--- src/rtl/core/lps_pkg.sv ---
// Package for the layered phase sequencer: phase, action and register codes,
// bus offsets and the structs that pass between the sequencer's modules.
// Depends on nothing; every other file of the block refers to it by scoped names.
package lps_pkg;

   // Widths of the fields and of the state.
   localparam int unsigned ADDR_W   = 64;
   localparam int unsigned DATA_W   = 32;
   localparam int unsigned LAYER_W  = 8;
   localparam int unsigned RUNS_W   = 16;
   localparam int unsigned ILEN_W   = 16;
   localparam int unsigned SEQ_W    = 31;
   localparam int unsigned PHASE_W  = 5;
   localparam int unsigned CSR_IDX_W = 3;

   // Register offsets relative to the intercept base.
   localparam logic [ADDR_W-1:0] PHASE_OFFSET   = 64'h0000;
   localparam logic [ADDR_W-1:0] ADVANCE_OFFSET = 64'h0004;
   localparam logic [ADDR_W-1:0] LENGTH_OFFSET  = 64'h0008;

   // Saturation limits.
   localparam logic [LAYER_W-1:0] LAYER_MAX = '1;
   localparam logic [RUNS_W-1:0]  RUNS_MAX  = '1;
   localparam logic [SEQ_W-1:0]   SEQ_MAX   = '1;

   // Value returned once when the exit flag is pending.
   localparam logic [DATA_W-1:0] EXIT_WORD = '1;

   // Reset values of the configuration registers.
   localparam logic [ADDR_W-1:0]  BASE_RESET     = 64'd0;
   localparam logic [LAYER_W-1:0] VISION_RESET   = 8'd24;
   localparam logic [LAYER_W-1:0] LANGUAGE_RESET = 8'd32;
   localparam logic [RUNS_W-1:0]  MAX_RUNS_RESET = 16'd1;
   localparam logic [ILEN_W-1:0]  INIT_LEN_RESET = 16'd228;

   typedef enum logic [1:0] {
      ACT_SHARED_READ = 2'd0,
      ACT_WRITE       = 2'd1,
      ACT_EXCL_READ   = 2'd2,
      ACT_OTHER       = 2'd3
   } action_type;

   typedef enum logic [CSR_IDX_W-1:0] {
      CSR_INTERCEPT_BASE  = 3'd0,
      CSR_VISION_LAYERS   = 3'd1,
      CSR_LANGUAGE_LAYERS = 3'd2,
      CSR_MAX_RUNS        = 3'd3,
      CSR_INITIAL_LENGTH  = 3'd4
   } csr_index_type;

   // Phases in the order in which they are numbered.
   typedef enum logic [PHASE_W-1:0] {
      PH_IDLE        = 5'd0,
      PH_VIS_INGEST  = 5'd1,
      PH_PATCH_EMBED = 5'd2,
      PH_VIS_PROJ    = 5'd3,
      PH_SPATIAL_ATT = 5'd4,
      PH_VIS_FFN     = 5'd5,
      PH_PROJECTOR   = 5'd6,
      PH_CONCAT      = 5'd7,
      PH_PRE_PROJ    = 5'd8,
      PH_PRE_ATT     = 5'd9,
      PH_PRE_FFN     = 5'd10,
      PH_DEC_PROJ    = 5'd11,
      PH_CACHED_ATT  = 5'd12,
      PH_DEC_FFN     = 5'd13,
      PH_HEAD        = 5'd14,
      PH_DEQUANT     = 5'd15,
      PH_INV_XFORM   = 5'd16,
      PH_ACTUATE     = 5'd17
   } phase_type;

   // Configuration seen by the datapath.
   typedef struct packed {
      logic [ADDR_W-1:0]  intercept_base;
      logic [LAYER_W-1:0] vision_layers;
      logic [LAYER_W-1:0] language_layers;
      logic [RUNS_W-1:0]  max_runs;
      logic [ILEN_W-1:0]  initial_length;
   } cfg_type;

   // Commands from the access decoder to the phase machine.
   typedef struct packed {
      logic advance;
      logic coin;
      logic clear_exit;
   } fsm_ctrl_type;

   // State that the access decoder reports back on the bus.
   typedef struct packed {
      phase_type        phase;
      logic [SEQ_W-1:0] seq_length;
      logic             exit_pending;
   } fsm_status_type;

endpackage

--- src/rtl/core/lps_req_if.sv ---
// Request channel of the layered phase sequencer: one bus access per word.
// Depends on lps_pkg for the field widths.
interface lps_req_if;
   logic                          valid;
   logic                          ready;
   logic [lps_pkg::ADDR_W-1:0]    address;
   logic [1:0]                    action;
   logic                          coin;

   modport source (output valid, output address, output action, output coin, input ready);
   modport sink   (input valid, input address, input action, input coin, output ready);
endinterface

--- src/rtl/core/lps_rsp_if.sv ---
// Response channel of the layered phase sequencer: read data or write acknowledge.
// Depends on lps_pkg for the field widths.
interface lps_rsp_if;
   logic                              valid;
   logic                              ready;
   logic                              is_ack;
   logic signed [lps_pkg::DATA_W-1:0] read_data;

   modport source (output valid, output is_ack, output read_data, input ready);
   modport sink   (input valid, input is_ack, input read_data, output ready);
endinterface

--- src/rtl/core/lps_csr.sv ---
// Configuration registers of the layered phase sequencer.
// Depends on lps_pkg for register indexes, reset values and the cfg_type struct.
module lps_csr (
   input  logic                              clock,
   input  logic                              reset,
   input  logic                              csr_write_enable,
   input  logic [lps_pkg::CSR_IDX_W-1:0]     csr_index,
   input  logic [lps_pkg::ADDR_W-1:0]        csr_write_data,
   output lps_pkg::cfg_type                  cfg
);

   lps_pkg::cfg_type cfg_ff;
   lps_pkg::cfg_type cfg_in;

   // Decode the write; an index beyond the list changes nothing.
   always_comb begin
      cfg_in = cfg_ff;
      if (csr_write_enable) begin
         unique case (lps_pkg::csr_index_type'(csr_index))
            lps_pkg::CSR_INTERCEPT_BASE:
               cfg_in.intercept_base = csr_write_data;
            lps_pkg::CSR_VISION_LAYERS:
               cfg_in.vision_layers = csr_write_data[lps_pkg::LAYER_W-1:0];
            lps_pkg::CSR_LANGUAGE_LAYERS:
               cfg_in.language_layers = csr_write_data[lps_pkg::LAYER_W-1:0];
            lps_pkg::CSR_MAX_RUNS:
               cfg_in.max_runs = csr_write_data[lps_pkg::RUNS_W-1:0];
            lps_pkg::CSR_INITIAL_LENGTH:
               cfg_in.initial_length = csr_write_data[lps_pkg::ILEN_W-1:0];
            default: ;
         endcase
      end
   end

   // Register bank with its reset values.
   always_ff @(posedge clock) begin
      if (reset) begin
         cfg_ff.intercept_base  <= lps_pkg::BASE_RESET;
         cfg_ff.vision_layers   <= lps_pkg::VISION_RESET;
         cfg_ff.language_layers <= lps_pkg::LANGUAGE_RESET;
         cfg_ff.max_runs        <= lps_pkg::MAX_RUNS_RESET;
         cfg_ff.initial_length  <= lps_pkg::INIT_LEN_RESET;
      end else begin
         cfg_ff <= cfg_in;
      end
   end

   assign cfg = cfg_ff;

endmodule

--- src/rtl/core/lps_phase_fsm.sv ---
// Phase machine of the layered phase sequencer: phase, layer counters,
// sequence length, completed runs and the exit flag.
// Depends on lps_pkg for phase codes, limits and the control and status structs.
module lps_phase_fsm (
   input  logic                     clock,
   input  logic                     reset,
   input  lps_pkg::cfg_type         cfg,
   input  lps_pkg::fsm_ctrl_type    ctrl,
   output lps_pkg::fsm_status_type  status
);

   lps_pkg::phase_type                phase_ff, phase_in;
   logic [lps_pkg::LAYER_W-1:0]       vision_count_ff, vision_count_in;
   logic [lps_pkg::LAYER_W-1:0]       prefill_count_ff, prefill_count_in;
   logic [lps_pkg::LAYER_W-1:0]       decode_count_ff, decode_count_in;
   logic [lps_pkg::SEQ_W-1:0]         seq_length_ff, seq_length_in;
   logic [lps_pkg::RUNS_W-1:0]        runs_done_ff, runs_done_in;
   logic                              exit_pending_ff, exit_pending_in;

   logic [lps_pkg::LAYER_W-1:0]       vision_bump;
   logic [lps_pkg::LAYER_W-1:0]       prefill_bump;
   logic [lps_pkg::LAYER_W-1:0]       decode_bump;
   logic [lps_pkg::RUNS_W-1:0]        runs_bump;

   // Saturating increments of the counters.
   assign vision_bump  = (vision_count_ff == lps_pkg::LAYER_MAX) ? vision_count_ff
                                                                 : vision_count_ff + 1'b1;
   assign prefill_bump = (prefill_count_ff == lps_pkg::LAYER_MAX) ? prefill_count_ff
                                                                   : prefill_count_ff + 1'b1;
   assign decode_bump  = (decode_count_ff == lps_pkg::LAYER_MAX) ? decode_count_ff
                                                                 : decode_count_ff + 1'b1;
   assign runs_bump    = (runs_done_ff == lps_pkg::RUNS_MAX) ? runs_done_ff
                                                            : runs_done_ff + 1'b1;

   // Next phase and counter updates on an advance access.
   always_comb begin
      phase_in         = phase_ff;
      vision_count_in  = vision_count_ff;
      prefill_count_in = prefill_count_ff;
      decode_count_in  = decode_count_ff;
      seq_length_in    = seq_length_ff;
      runs_done_in     = runs_done_ff;
      exit_pending_in  = exit_pending_ff;

      // A phase read that reports the exit word clears the flag.
      if (ctrl.clear_exit) begin
         exit_pending_in = 1'b0;
      end

      if (ctrl.advance) begin
         unique case (phase_ff)
            lps_pkg::PH_IDLE:        phase_in = lps_pkg::PH_VIS_INGEST;
            lps_pkg::PH_VIS_INGEST:  phase_in = lps_pkg::PH_PATCH_EMBED;
            lps_pkg::PH_PATCH_EMBED: phase_in = lps_pkg::PH_VIS_PROJ;
            lps_pkg::PH_VIS_PROJ:    phase_in = lps_pkg::PH_SPATIAL_ATT;
            lps_pkg::PH_SPATIAL_ATT: phase_in = lps_pkg::PH_VIS_FFN;
            lps_pkg::PH_VIS_FFN: begin
               vision_count_in = vision_bump;
               phase_in = (vision_bump < cfg.vision_layers) ? lps_pkg::PH_VIS_PROJ
                                                            : lps_pkg::PH_PROJECTOR;
            end
            lps_pkg::PH_PROJECTOR:   phase_in = lps_pkg::PH_CONCAT;
            lps_pkg::PH_CONCAT: begin
               seq_length_in = lps_pkg::SEQ_W'(cfg.initial_length);
               phase_in      = lps_pkg::PH_PRE_PROJ;
            end
            lps_pkg::PH_PRE_PROJ:    phase_in = lps_pkg::PH_PRE_ATT;
            lps_pkg::PH_PRE_ATT:     phase_in = lps_pkg::PH_PRE_FFN;
            lps_pkg::PH_PRE_FFN: begin
               prefill_count_in = prefill_bump;
               phase_in = (prefill_bump < cfg.language_layers) ? lps_pkg::PH_PRE_PROJ
                                                               : lps_pkg::PH_DEC_PROJ;
            end
            lps_pkg::PH_DEC_PROJ:    phase_in = lps_pkg::PH_CACHED_ATT;
            lps_pkg::PH_CACHED_ATT:  phase_in = lps_pkg::PH_DEC_FFN;
            lps_pkg::PH_DEC_FFN: begin
               // The decode layer count restarts once a token is finished.
               if (decode_bump < cfg.language_layers) begin
                  decode_count_in = decode_bump;
                  phase_in        = lps_pkg::PH_DEC_PROJ;
               end else begin
                  decode_count_in = '0;
                  phase_in        = lps_pkg::PH_HEAD;
               end
            end
            lps_pkg::PH_HEAD: begin
               // A set coin decodes one more token and lengthens the sequence.
               if (ctrl.coin) begin
                  if (seq_length_ff != lps_pkg::SEQ_MAX) begin
                     seq_length_in = seq_length_ff + 1'b1;
                  end
                  decode_count_in = '0;
                  phase_in        = lps_pkg::PH_DEC_PROJ;
               end else begin
                  phase_in = lps_pkg::PH_DEQUANT;
               end
            end
            lps_pkg::PH_DEQUANT:     phase_in = lps_pkg::PH_INV_XFORM;
            lps_pkg::PH_INV_XFORM:   phase_in = lps_pkg::PH_ACTUATE;
            lps_pkg::PH_ACTUATE: begin
               phase_in         = lps_pkg::PH_IDLE;
               vision_count_in  = '0;
               prefill_count_in = '0;
               decode_count_in  = '0;
               runs_done_in     = runs_bump;
               if ((cfg.max_runs != '0) && (runs_bump >= cfg.max_runs)) begin
                  exit_pending_in = 1'b1;
               end
            end
            default: phase_in = phase_ff;
         endcase
      end
   end

   // State registers.
   always_ff @(posedge clock) begin
      if (reset) begin
         phase_ff         <= lps_pkg::PH_IDLE;
         vision_count_ff  <= '0;
         prefill_count_ff <= '0;
         decode_count_ff  <= '0;
         seq_length_ff    <= '0;
         runs_done_ff     <= '0;
         exit_pending_ff  <= 1'b0;
      end else begin
         phase_ff         <= phase_in;
         vision_count_ff  <= vision_count_in;
         prefill_count_ff <= prefill_count_in;
         decode_count_ff  <= decode_count_in;
         seq_length_ff    <= seq_length_in;
         runs_done_ff     <= runs_done_in;
         exit_pending_ff  <= exit_pending_in;
      end
   end

   assign status.phase        = phase_ff;
   assign status.seq_length   = seq_length_ff;
   assign status.exit_pending = exit_pending_ff;

endmodule

--- src/rtl/core/layered_phase_sequencer.sv ---
// Top level of the layered phase sequencer: access register, offset decode,
// response register, configuration bank and phase machine.
// Depends on lps_pkg, lps_req_if, lps_rsp_if, lps_csr and lps_phase_fsm.
//
// The block takes one bus access word per clock cycle unless it stalls. A word is
// held in the access register, where the offset is formed and decoded, and the
// phase machine is updated as the word leaves that register; a response, if the
// access has one, appears in the response register on the next cycle. The
// response register lets a new word enter while an earlier response is still
// waiting, and the block stalls only when that register is full and not being
// taken. Phase reads at offset 0, length reads at offset 8 and advances at
// offset 4 give one response each; every other access is absorbed silently.
// Configuration is written through the csr_ port and takes effect on the next
// cycle.
module layered_phase_sequencer (
   input  logic                          clock,
   input  logic                          reset,
   lps_req_if.sink                       req_chan,
   lps_rsp_if.source                     rsp_chan,
   input  logic                          csr_write_enable,
   input  logic [lps_pkg::CSR_IDX_W-1:0] csr_index,
   input  logic [lps_pkg::ADDR_W-1:0]    csr_write_data
);

   lps_pkg::cfg_type        cfg;
   lps_pkg::fsm_ctrl_type   fsm_ctrl;
   lps_pkg::fsm_status_type fsm_status;

   // Access register.
   logic                           acc_valid_ff, acc_valid_in;
   logic [lps_pkg::ADDR_W-1:0]     acc_address_ff;
   lps_pkg::action_type            acc_action_ff;
   logic                           acc_coin_ff;

   // Response register.
   logic                           rsp_valid_ff, rsp_valid_in;
   logic                           rsp_is_ack_ff, rsp_is_ack_in;
   logic [lps_pkg::DATA_W-1:0]     rsp_data_ff, rsp_data_in;

   logic [lps_pkg::ADDR_W-1:0]     offset;
   logic                           is_phase_read;
   logic                           is_length_read;
   logic                           is_advance;
   logic                           acc_fire;
   logic                           req_take;

   lps_csr u_csr (
      .clock            (clock),
      .reset            (reset),
      .csr_write_enable (csr_write_enable),
      .csr_index        (csr_index),
      .csr_write_data   (csr_write_data),
      .cfg              (cfg)
   );

   lps_phase_fsm u_fsm (
      .clock  (clock),
      .reset  (reset),
      .cfg    (cfg),
      .ctrl   (fsm_ctrl),
      .status (fsm_status)
   );

   // The access register drains whenever the response register can take a word.
   assign acc_fire       = acc_valid_ff && (!rsp_valid_ff || rsp_chan.ready);
   assign req_chan.ready = !acc_valid_ff || acc_fire;
   assign req_take       = req_chan.valid && req_chan.ready;

   // Offset decode of the held access.
   assign offset         = acc_address_ff - cfg.intercept_base;
   assign is_phase_read  = (offset == lps_pkg::PHASE_OFFSET)
                           && (acc_action_ff == lps_pkg::ACT_SHARED_READ);
   assign is_length_read = (offset == lps_pkg::LENGTH_OFFSET)
                           && (acc_action_ff == lps_pkg::ACT_SHARED_READ);
   assign is_advance     = (offset == lps_pkg::ADVANCE_OFFSET)
                           && ((acc_action_ff == lps_pkg::ACT_WRITE)
                               || (acc_action_ff == lps_pkg::ACT_EXCL_READ));

   // Commands to the phase machine, applied as the access leaves its register.
   assign fsm_ctrl.advance    = acc_fire && is_advance;
   assign fsm_ctrl.coin       = acc_coin_ff;
   assign fsm_ctrl.clear_exit = acc_fire && is_phase_read && fsm_status.exit_pending;

   // Access register control.
   always_comb begin
      acc_valid_in = acc_valid_ff;
      if (req_take) begin
         acc_valid_in = 1'b1;
      end else if (acc_fire) begin
         acc_valid_in = 1'b0;
      end
   end

   // Response word and response register control.
   always_comb begin
      rsp_is_ack_in = rsp_is_ack_ff;
      rsp_data_in   = rsp_data_ff;
      rsp_valid_in  = rsp_valid_ff && !rsp_chan.ready;
      if (acc_fire && (is_phase_read || is_length_read || is_advance)) begin
         rsp_valid_in  = 1'b1;
         rsp_is_ack_in = is_advance;
         if (is_advance) begin
            rsp_data_in = '0;
         end else if (is_length_read) begin
            rsp_data_in = lps_pkg::DATA_W'(fsm_status.seq_length);
         end else if (fsm_status.exit_pending) begin
            rsp_data_in = lps_pkg::EXIT_WORD;
         end else begin
            rsp_data_in = lps_pkg::DATA_W'(fsm_status.phase);
         end
      end
   end

   // Control registers.
   always_ff @(posedge clock) begin
      if (reset) begin
         acc_valid_ff <= 1'b0;
         rsp_valid_ff <= 1'b0;
      end else begin
         acc_valid_ff <= acc_valid_in;
         rsp_valid_ff <= rsp_valid_in;
      end
   end

   // Payload registers.
   always_ff @(posedge clock) begin
      if (req_take) begin
         acc_address_ff <= req_chan.address;
         acc_action_ff  <= lps_pkg::action_type'(req_chan.action);
         acc_coin_ff    <= req_chan.coin;
      end
      rsp_is_ack_ff <= rsp_is_ack_in;
      rsp_data_ff   <= rsp_data_in;
   end

   assign rsp_chan.valid     = rsp_valid_ff;
   assign rsp_chan.is_ack    = rsp_is_ack_ff;
   assign rsp_chan.read_data = $signed(rsp_data_ff);

endmodule
--- src/flat_wrapper.sv ---
// flat-port wrapper written by rule: the top's interface ports become plain ports
module layered_phase_sequencer_flat 
  (clock, reset, csr_write_enable, csr_index, csr_write_data, req_chan_valid, req_chan_address, req_chan_action, req_chan_coin, req_chan_ready, rsp_chan_valid, rsp_chan_is_ack, rsp_chan_read_data, rsp_chan_ready);
  lps_req_if req_chan_i ();
  lps_rsp_if rsp_chan_i ();
  input  logic clock;
  input  logic reset;
  input  logic csr_write_enable;
  input  logic [lps_pkg::CSR_IDX_W-1:0] csr_index;
  input  logic [lps_pkg::ADDR_W-1:0] csr_write_data;
  input wire logic [$bits(req_chan_i.valid)-1:0] req_chan_valid;
  input wire logic [$bits(req_chan_i.address)-1:0] req_chan_address;
  input wire logic [$bits(req_chan_i.action)-1:0] req_chan_action;
  input wire logic [$bits(req_chan_i.coin)-1:0] req_chan_coin;
  output wire logic [$bits(req_chan_i.ready)-1:0] req_chan_ready;
  output wire logic [$bits(rsp_chan_i.valid)-1:0] rsp_chan_valid;
  output wire logic [$bits(rsp_chan_i.is_ack)-1:0] rsp_chan_is_ack;
  output wire logic [$bits(rsp_chan_i.read_data)-1:0] rsp_chan_read_data;
  input wire logic [$bits(rsp_chan_i.ready)-1:0] rsp_chan_ready;
  assign req_chan_i.valid = req_chan_valid;
  assign req_chan_i.address = req_chan_address;
  assign req_chan_i.action = req_chan_action;
  assign req_chan_i.coin = req_chan_coin;
  assign req_chan_ready = req_chan_i.ready;
  assign rsp_chan_valid = rsp_chan_i.valid;
  assign rsp_chan_is_ack = rsp_chan_i.is_ack;
  assign rsp_chan_read_data = rsp_chan_i.read_data;
  assign rsp_chan_i.ready = rsp_chan_ready;
  layered_phase_sequencer u_core (.clock(clock), .reset(reset), .req_chan(req_chan_i), .rsp_chan(rsp_chan_i), .csr_write_enable(csr_write_enable), .csr_index(csr_index), .csr_write_data(csr_write_data));
endmodule
--- config.mk ---
export PLATFORM = sky130hd
export DESIGN_NAME = layered_phase_sequencer_flat
export DESIGN_NICKNAME = d
export VERILOG_FILES = /design/src/rtl/core/lps_pkg.sv /design/src/rtl/core/lps_req_if.sv /design/src/rtl/core/lps_rsp_if.sv /design/src/rtl/core/lps_csr.sv /design/src/rtl/core/lps_phase_fsm.sv /design/src/rtl/core/layered_phase_sequencer.sv /design/src/flat_wrapper.sv
export SDC_FILE = /design/constraint.sdc
export NUM_CORES = 1
export LEC_CHECK = 0
export BUFFER_PORTS_ARGS = -buffer_cell sky130_fd_sc_hd__buf_2
export CORE_MARGIN = 2
export CORE_UTILIZATION = 50
export DETAILED_ROUTE_END_ITERATION = 8
export GPL_TIMING_DRIVEN = 1
export HOLD_SLACK_MARGIN = 0.03
export PLACE_DENSITY = 0.69
export SLEW_MARGIN = 10
export SYNTH_ARGS = -nofsm -noshare
export SYNTH_HDL_FRONTEND = slang
export SYNTH_SLANG_ARGS = --single-unit
--- constraint.sdc ---
create_clock -name clock -period 14.1 [get_ports clock]
set_input_delay 2.82 -clock clock [delete_from_list [all_inputs] [get_ports clock]]
set_output_delay 2.82 -clock clock [all_outputs]
set_load 0.005 [all_outputs]
### Word level (Yosys, flattened, before mapping)

Cells that the tools add are included.

| storage, ports and cells | value |
|---|---|
| register bits | 291 |
| latch bits | 0 |
| bits in writable memories | 0 |
| memory bits (read-only) | 0 |
| input bits | 139 |
| output and inout port bits | 35 |
| logic and storage cells | 130 |
| memories | 0 |

| operators by class | value |
|---|---|
| add/sub/neg operators | 6 |
| $mul | 0 |
| div/mod/pow operators | 0 |
| order comparisons | 4 |
| equal/unequal tests | 32 |
| shifts and indexed selects | 0 |
| mux-type cells | 26 |
| bitwise gates (word level) | 0 |
| reduce and logical (&&, ||, !) cells | 42 |

Operator list:

| cell | number |
|---|---|
| 31-bit two-way mux | 3 |
| 5-bit case mux with 18 select lines | 1 |
| 64-bit by 3-bit == test with 1-bit output, second input constant | 1 |
| 64-bit by 4-bit == test with 1-bit output, second input constant | 1 |
| 64-bit logical NOT | 1 |
| 64-bit subtractor | 1 |
| 31-bit case mux with 2 select lines | 1 |
| 5-bit by 4-bit == test with 1-bit output, second input constant | 8 |
| 8-bit two-way mux | 5 |
| 32-bit two-way mux | 1 |
| 8-bit case mux with 2 select lines | 2 |
| 31-bit by 1-bit adder with 31-bit output, second input constant | 1 |
| 31-bit != test, second input constant | 1 |
| 8-bit by 1-bit adder with 8-bit output, second input constant | 3 |
| 8-bit == test, second input constant | 3 |
| 8-bit < comparator | 3 |
| 8-bit case mux with 3 select lines | 1 |
| 5-bit by 3-bit == test with 1-bit output, second input constant | 4 |
| 2-bit AND reduction | 9 |
| 18-bit nonzero test | 1 |
| 16-bit by 1-bit adder with 16-bit output, second input constant | 1 |
| 16-bit == test, second input constant | 1 |
| 16-bit greater-or-equal comparator | 1 |
| 16-bit two-way mux | 1 |
| other kinds (25) | 55 |

### Depth between registers and ports, before layout

Gate-level depths: netlist of run 1.

| depth | value |
|---|---|
| depth in word-level cells | 9 |
| gate-level depth with buffers | 21 |

### Cells and area by module

From an unflattened synthesis of run 1, not the netlist that was laid out.

| second synthesis, totals | value |
|---|---|
| cells, all modules | 2,210 |
| area, all modules | 19,105.8 um^2 |

By module, submodules not included:

| module | instances | cells an instance | area an instance (um^2) | sequential area each (um^2) |
|---|---|---|---|---|
| layered_phase_sequencer | 1 | 1,014 | 8,677.1 | 3,042.9 |
| lps_phase_fsm | 1 | 749 | 5,635.4 | 1,541.5 |
| lps_csr | 1 | 447 | 4,793.3 | 2,242.2 |

### Least setup slack after synthesis of run 1

No wires, ideal clock.

| timing path | value |
|---|---|
| path type | input -> output |
| start | input rsp_chan_ready |
| end | output req_chan_ready |
| data arrival time | 3,062 ps |
| path slack | 8,218 ps |
| cell stages on the path | 2 |
| buffers on the path | 0 |
| path through | nor2b_1 nand2_1 |

| between the ends | value |
|---|---|
| longest elaborated chain between the ends | 3 |

Ends and longest elaborated chain:

| item | RTL line | RTL |
|---|---|---|
| start, declared | flat_wrapper.sv:19 | `input wire logic [$bits(rsp_chan_i.ready)-1:0] rsp_chan_ready;` |
| 1-bit logical OR | layered_phase_sequencer.sv:65 | `assign acc_fire = acc_valid_ff && (!rsp_valid_ff \|\| rsp_chan.ready);` |
| 1-bit logical AND | layered_phase_sequencer.sv:65 |  |
| 1-bit logical OR | layered_phase_sequencer.sv:66 | `assign req_chan.ready = !acc_valid_ff \|\| acc_fire;` |
| end, declared | flat_wrapper.sv:15 | `output wire logic [$bits(req_chan_i.ready)-1:0] req_chan_ready;` |

Every way passes these cells.

### Final worst setup path of run 1

Same ends and word-level chain as after synthesis.

==> results.toml, run 1 <==
[run_status]
status = "finished, final reports clean"

[power_and_ir_drop]
leakage_nw = 7.82
p_int_mw = 1.55
switching_share = 0.292
power_switching_mw = 0.637
pwr-share-comb = 0.177
peakVddDrop_mv = 0.0811
pwr_density_cell_nw_per_um2 = 104
power_frac_clock = 0.410
p_seq_frac = 0.413

[floorplan]
start_util = 0.504
die-height_um = 198
core_sq_um = 37400
fp.dieW_um = 198
ios = 174
rows = 71
die_area_sq_um = 39300

[routing]
dr.first_iter.drc_count = 2054
via_count = 18700
routed_wirelength_um = 61300
vias_per_cell = 6.20
drc = 0
dr.pass1.iters = 5
wl_per_cell_um = 20.3
ant_nets = 0

[min_path]
hp-class = "register to register"
worstHoldStart = "u_core.u_csr.cfg[87]"
whs_path_depth = 2
holdPathEnd = "u_core.u_csr.cfg[87]"

[synthesis]
synth_edf_count = 100
synth_nets = 2624
syn_area_per_cell_sq_um = 7.92
ys_seq_area_frac = 0.362
yosysMostFrequentCell = "nand2_1"
syn_area_sq_um = 18900
synth_area_leaders = "dfxtp_1 20%, edfxtp_1 16%, nand2_1 8.2%, ha_1 7.0%, a21oi_1 7.0%"
synth.distinct_cells = 87
ys_top_cells_by_count = "410 x nand2_1, 264 x a21oi_1, 191 x dfxtp_1"
ys_ff_latch = 291
async_reset_ff_frac = 0
yosys_warnings = 0
yosysTopAreaCell = "dfxtp_1"
yosysTopAreaCellShare = 0.203
yosys_most_used_dff = "dfxtp_1"
syn_inst = 2379

[cells_and_area]
fillers = 3521
drive_gt1_frac = 0.116
antennaDiodeCount = 0
nets = 2719
area_growth_pct = 11.7
finalInstanceArea_sq_um = 21100

[worst_setup_path]
ff2ff_path_depth = 12
reg2reg_to = "u_core.rsp_chan.read_data[27]"
end_kind = "output port"
critPathMaxFanout = 3
cp.arrival_ns = 3.35
worstPathRequired_ns = 11.28
cp-start-kind = "primary input"
rr_startpoint = "u_core.acc_address_ff[16]"
worst-r2r-setup-slack_ns = 8.17
path_class = "primary input to output port"

[sta]
finalSetupViolCount = 0
rsz0062_at_grt = "no"
min_period_ns = 6.17
finalHoldViolations = 0
skew_ns = 0.0131
fmax_ghz = 0.162
worst_pin_slew_ns = 1.09
setup_tns_ns = 0
slew_headroom = 0.268
drv_slew = 0
post-route-period-util = 0.437

[placed_design]
hpwl_um = 45700
placed_area_sq_um = 19900
portBuffers = 173
gp_congestion = 1.01

[global_routing]
grt_pass1_vias = 16900
antenna_found_initial = 0
grt_use_total = 0.306
grt_max_degree = 69
gr-total-overflow = 0
grt_pass1_wl_um = 94700

[cts]
postCtsSetupBuffers = 0
numCtsBuffers = 34
clk_pin_slew_ns = 0.06
holdBufCountCts = 0
clock_latency_ns = 0.55
clock-root-buffer = "clkbuf_16"
h-tree-depth = 2
cts_sinks = 291
cts_buffer_depth = 3
cts_tree = "done"
post_cts_resized = 0

[job]
drv_cap = 0
## registers in the layout (all words and copies together) (netlist names), 2 cells and up
signal                         flops
u_core.u_csr.cfg                 112
u_core.acc_address_ff             64
u_core.rsp_chan.read_data         32
u_core.u_fsm.seq_length_ff        31
u_core.u_fsm.runs_done_ff         16
u_core.u_fsm.decode_count_ff       8
u_core.u_fsm.prefill_count_ff      8
u_core.u_fsm.vision_count_ff       8
u_core.u_fsm.phase_ff              5
u_core.acc_action_ff               2
## cell usage in the layout, fill, tap and decap left out, types with 60 or more instances in the layout
| cell | Yosys | routed |
|---|---|---|
| a21oi_1 | 264 | 264 |
| nand2_1 | 410 | 409 |
| ha_1 | 106 | 106 |
| dfxtp_1 | 191 | 191 |
| edfxtp_1 | 100 | 100 |
| buf_2 | 40 | 172 |
| o21ai_0 | 88 | 88 |
| nand3_1 | 61 | 60 |
| inv_1 | 124 | 124 |
| nand4_1 | 79 | 79 |
| nor2_1 | 182 | 180 |
## metrics by stage
| step | setup WS, ns | hold slack (ns) | power, mW | utilization | std cells |
|---|---|---|---|---|---|
| final | 7.94 | 0.451 | 2.18 | 0.563 | 3011 |
| after global routing | 7.89 | 0.472 | 2.26 | 0.563 | 3011 |
| after CTS | 7.93 | 0.455 | 2.18 | 0.563 | 3011 |
| after detailed placement | 7.94 | 0.447 | 1.29 | 0.533 | 2949 |
| after global placement | 7.96 | 0.443 | 1.29 | 0.533 | 2949 |
| after floorplan | 8.22 | 0.436 | 1.16 | - | 2379 |
## power by group through the flow
stage | Clock [mW] | Sequential [mW] | Combinational (mW)
2_1_floorplan | 0 | 0.915 | 0.248
3_3_place_gp | 0 | 0.917 | 0.371
3_5_place_dp | 0 | 0.918 | 0.371
4_1_cts | 0.910 | 0.901 | 0.374
5_1_grt | 0.942 | 0.902 | 0.415
6_report | 0.895 | 0.901 | 0.386
## area by class of cell
class | count | area (sq um) | area share
clock inverter | 17 | 184 | 0.00873
inverter | 125 | 469 | 0.0223
multi-input combinational | 1836 | 11000 | 0.524
timing repair buffer | 186 | 966 | 0.0459
tap | 511 | 639 | 0.0304
clock buffer | 45 | 943 | 0.0448
sequential | 291 | 6830 | 0.324
## kinds of logic (layout without fill, tap and decap cells)
group | count (synthesis) | count (layout) | share of synthesized area
buffers and inverters | 252 | 373 | 0.0536
muxes | 34 | 34 | 0.0188
DFF | 291 | 291 | 0.362
xor gates and xnor gates | 39 | 39 | 0.0181
and+or+nand+nor | 958 | 958 | 0.239
adders and majority gates | 106 | 106 | 0.0703
AOI/OAI and AO/OA | 699 | 699 | 0.238
## critical path: stages
cell     delay, ns
buf_2         0.10
nor2b_1       0.19
nand2_1       0.10
buf_2         0.14
## worst max path at each step
stage,from,endpoint,slack [ns],cells past startpoint
after floorplan,rsp_chan_ready,req_chan_ready,8.22,2
after global placement,rsp_chan_ready,req_chan_ready,7.96,4
after detailed placement,rsp_chan_ready,req_chan_ready,7.94,4
after CTS,rsp_chan_ready,req_chan_ready,7.93,4
after global routing,rsp_chan_ready,req_chan_ready,7.89,4
final,rsp_chan_ready,req_chan_ready,7.94,4
## routing by layer
metal | global-route usage | routed length (um) | up-vias
li1 | - | - | 8909
met1 | 0.461 | 28700 | 8828
met2 | 0.445 | 25700 | 817
met3 | 0.0601 | 5430 | 109
met4 | 0.0738 | 1400 | 0
met5 | 0 | 0 | -
Power figures use the tool's default switching activity.
==> inputs of run 2 (changes only) <==
--- a/config.mk
+++ b/config.mk
@@ -5,13 +5,14 @@
 export SDC_FILE = /design/constraint.sdc
 export NUM_CORES = 1
 export LEC_CHECK = 0
+export ABC_AREA = 1
 export BUFFER_PORTS_ARGS = -buffer_cell sky130_fd_sc_hd__buf_2
 export CORE_MARGIN = 2
 export CORE_UTILIZATION = 50
 export DETAILED_ROUTE_END_ITERATION = 8
 export GPL_TIMING_DRIVEN = 1
 export HOLD_SLACK_MARGIN = 0.03
-export PLACE_DENSITY = 0.69
+export PLACE_DENSITY = 0.71
 export SLEW_MARGIN = 10
 export SYNTH_ARGS = -nofsm -noshare
 export SYNTH_HDL_FRONTEND = slang
==> constraint.sdc (replaced) <==
create_clock -name clock -period 5.5 [get_ports clock]
set_input_delay 1.1 -clock clock [delete_from_list [all_inputs] [get_ports clock]]
set_output_delay 1.1 -clock clock [all_outputs]
set_load 0.005 [all_outputs]
==> run 2 against run 1 <==
Via count grew 5.1%. Register-to-register slack lost 7.0 ns. Flip-flop and latch count is the same. Sequential power grew to 2.6 times the previous value. Synthesized area grew 4.9%. Final cell count grew 24%. Clock power grew to 2.7 times the previous value. Final area grew 5.6%. Non-clock buffer count shrank 3. Critical endpoint is now u_core.rsp_chan.read_data[11].
==> results.toml, run 2 <==
[floorplan]
die_area_sq_um = 41200
die-height_um = 203
start_util = 0.510
rows = 72
core_sq_um = 38800
fp.dieW_um = 203
ios = 174

[power_and_ir_drop]
leakage_nw = 10.8
pwr_density_cell_nw_per_um2 = 250
peakVddDrop_mv = 0.234

[routing]
via_count = 19600
dr.first_iter.drc_count = 1597
ant_nets = 0
wl_per_cell_um = 16.4
routed_wirelength_um = 61200
dr.pass1.iters = 8
vias_per_cell = 5.25
drc = 0

[synthesis]
synth-xor-area-share = 0.0252
yosysTopAreaCellShare = 0.193
synthSimpleGateAreaFrac = 0.320
ys_top_cells_by_count = "885 x nand2_1, 567 x inv_1, 297 x nor2_1"
yosys_most_used_dff = "dfxtp_1"
ys_ff_latch = 291
syn_area_sq_um = 19800
synth_area_leaders = "dfxtp_1 19%, nand2_1 17%, edfxtp_1 15%, inv_1 11%, ha_1 6.7%"
yosysMostFrequentCell = "nand2_1"
synth-compound-area-share = 0.115
synth_adder_area_share = 0.0670
synth.distinct_cells = 53
ys_seq_area_frac = 0.345
async_reset_ff_frac = 0
yosysTopAreaCell = "dfxtp_1"
yosys_warnings = 0
muxShareOfSynthArea = 0.00164
synth_edf_count = 100
syn_area_per_cell_sq_um = 6.53
syn_inst = 3032
synth_top_family_by_area = "simple AND/OR/NAND/NOR gates"
synth_nets = 3277

[worst_setup_path]
worstPathRequired_ns = 5.70
critPathMaxFanout = 33
path_class = "register to register"
critPathMaxStageDelay_ns = 0.41
path_cells = "ha_1 > nand2_1 > nand2_1 > nand2_1 > nand2_1 > nand2_1 > nand2_1 > nand2_1 > nand2_1 > nand2_1 > nand2_1 > nor2_1 > nand3b_1 > nor2_1 > nand3_1 > nor2_1 > nand3_2 > buf_4 > nand2_2 > nand2_1 > nand2_1 > buf_4"
worst-r2r-setup-slack_ns = 1.16
rr_startpoint = "u_core.acc_address_ff[1]"
cp_top_family = "simple AND/OR/NAND/NOR gates"
cp-start-kind = "register"
cp_num_buf_inv = 2
cp.arrival_ns = 4.54
reg2reg_to = "u_core.rsp_chan.read_data[11]"
end_kind = "register"
path_common_cell = "nand2_1"
ff2ff_path_depth = 22
crit_slowest_cell = "edfxtp_1"

[run_status]
status = "finished, final reports clean"

[sta]
fmax_ghz = 0.230
drv_slew = 0
finalSetupViolCount = 0
skew_ns = 0.0200
rsz0062_at_grt = "no"
setup_tns_ns = 0
post-route-period-util = 0.789
min_period_ns = 4.34
slew_headroom = 0.289
finalHoldViolations = 0
worst_pin_slew_ns = 1.07

[cts]
h-tree-depth = 2
cts_buffer_depth = 3
cts_sinks = 291
clk_pin_slew_ns = 0.06
cts_tree = "done"
clock_latency_ns = 0.56
numCtsBuffers = 35
postCtsSetupBuffers = 0
clock-root-buffer = "clkbuf_16"
post_cts_resized = 0
holdBufCountCts = 0

[cells_and_area]
area_growth_pct = 12.5
antennaDiodeCount = 0
final_cells = 3732
largest_reg_flops = 112
drive_gt1_frac = 0.0949
nets = 3432
finalInstanceArea_sq_um = 22200
fillers = 3873
final_common_cell = "nand2_1"
final_cell_mix = "884 x nand2_1, 565 x inv_1, 297 x nor2_1"

[global_routing]
grt_max_degree = 86
grt_pass1_wl_um = 97200
antenna_found_initial = 0
grt_pass1_vias = 18200
grt_use_total = 0.297
gr-total-overflow = 0

[min_path]
worstHoldStart = "u_core.u_csr.cfg[40]"
hp-class = "register to register"
holdPathEnd = "u_core.u_csr.cfg[40]"
whs_path_depth = 2

[placed_design]
hpwl_um = 48000
portBuffers = 173
gp_congestion = 1.03
placed_area_sq_um = 21100
placedCellCount = 3668

[job]
drv_cap = 0
[run 2: worst max path at each step]
stage | from | endpoint | slack [ns] | cells past startpoint
2_1_floorplan | u_core.acc_address_ff[19] | u_core.rsp_chan.is_ack | 1.97 | 21
3_3_place_gp | u_core.acc_address_ff[29] | u_core.rsp_chan.read_data[10] | 1.24 | 24
3_5_place_dp | u_core.acc_address_ff[1] | u_core.rsp_chan.read_data[8] | 1.22 | 22
4_1_cts | u_core.acc_address_ff[1] | u_core.rsp_chan.read_data[11] | 1.20 | 22
5_1_grt | u_core.acc_address_ff[24] | u_core.rsp_chan.read_data[5] | 0.83 | 22
6_report | u_core.acc_address_ff[1] | u_core.rsp_chan.read_data[11] | 1.16 | 22
[run 2: layout make-up]
class / instances / area [sq um] / area share
well taps: 518 / 648 / 0.0291
inverters: 579 / 2180 / 0.0978
flip-flops and latches: 291 / 6830 / 0.307
multi-input cells: 2097 / 10500 / 0.471
clock inverters: 18 / 214 / 0.00962
repair buffers: 183 / 941 / 0.0423
clock buffers: 46 / 968 / 0.0435
[run 2: kinds of logic after synthesis]
family                   Yosys count
flip-flops                       291
multiplexers                       3
buffers and inverters            644
AO/OA/AOI/OAI                    442
AND/OR/NAND/NOR                 1489
adder cells (fa/ha/maj)          106
XOR/XNOR                          57
[run 2: stage by stage]
step | hold WS [ns] | setup WS (ns) | power (mW) | util
3_5_place_dp | 0.447 | 1.22 | 3.20 | 0.543
3_3_place_gp | 0.438 | 1.24 | 3.19 | 0.543
4_1_cts | 0.456 | 1.20 | 5.59 | 0.573
5_1_grt | 0.479 | 0.829 | 5.80 | 0.573
6_report | 0.454 | 1.16 | 5.56 | 0.573
2_1_floorplan | 0.425 | 1.97 | 2.91 | -
[run 2: worst min-delay path: stages (launching register included)]
cell and delay (ns):
dfxtp_1 0.30, inv_1 0.05, a21oi_1 0.05
[run 2: where the power goes]
group          internal, mW  leakage, nW  switching, mW  total, mW
Combinational         0.277         7.66          0.591      0.869
Clock                  1.44        0.567          0.959       2.40
Sequential             2.28         2.58         0.0196       2.30
Total                  3.99         10.8           1.57       5.56
[run 2: metal layers]
layer  track usage  up-vias  share of wire
met5             0        -              0
met4        0.0798        0          0.022
met1         0.436     8941           0.48
li1              -     9911              -
met3        0.0421       86          0.078
met2         0.455      669           0.42
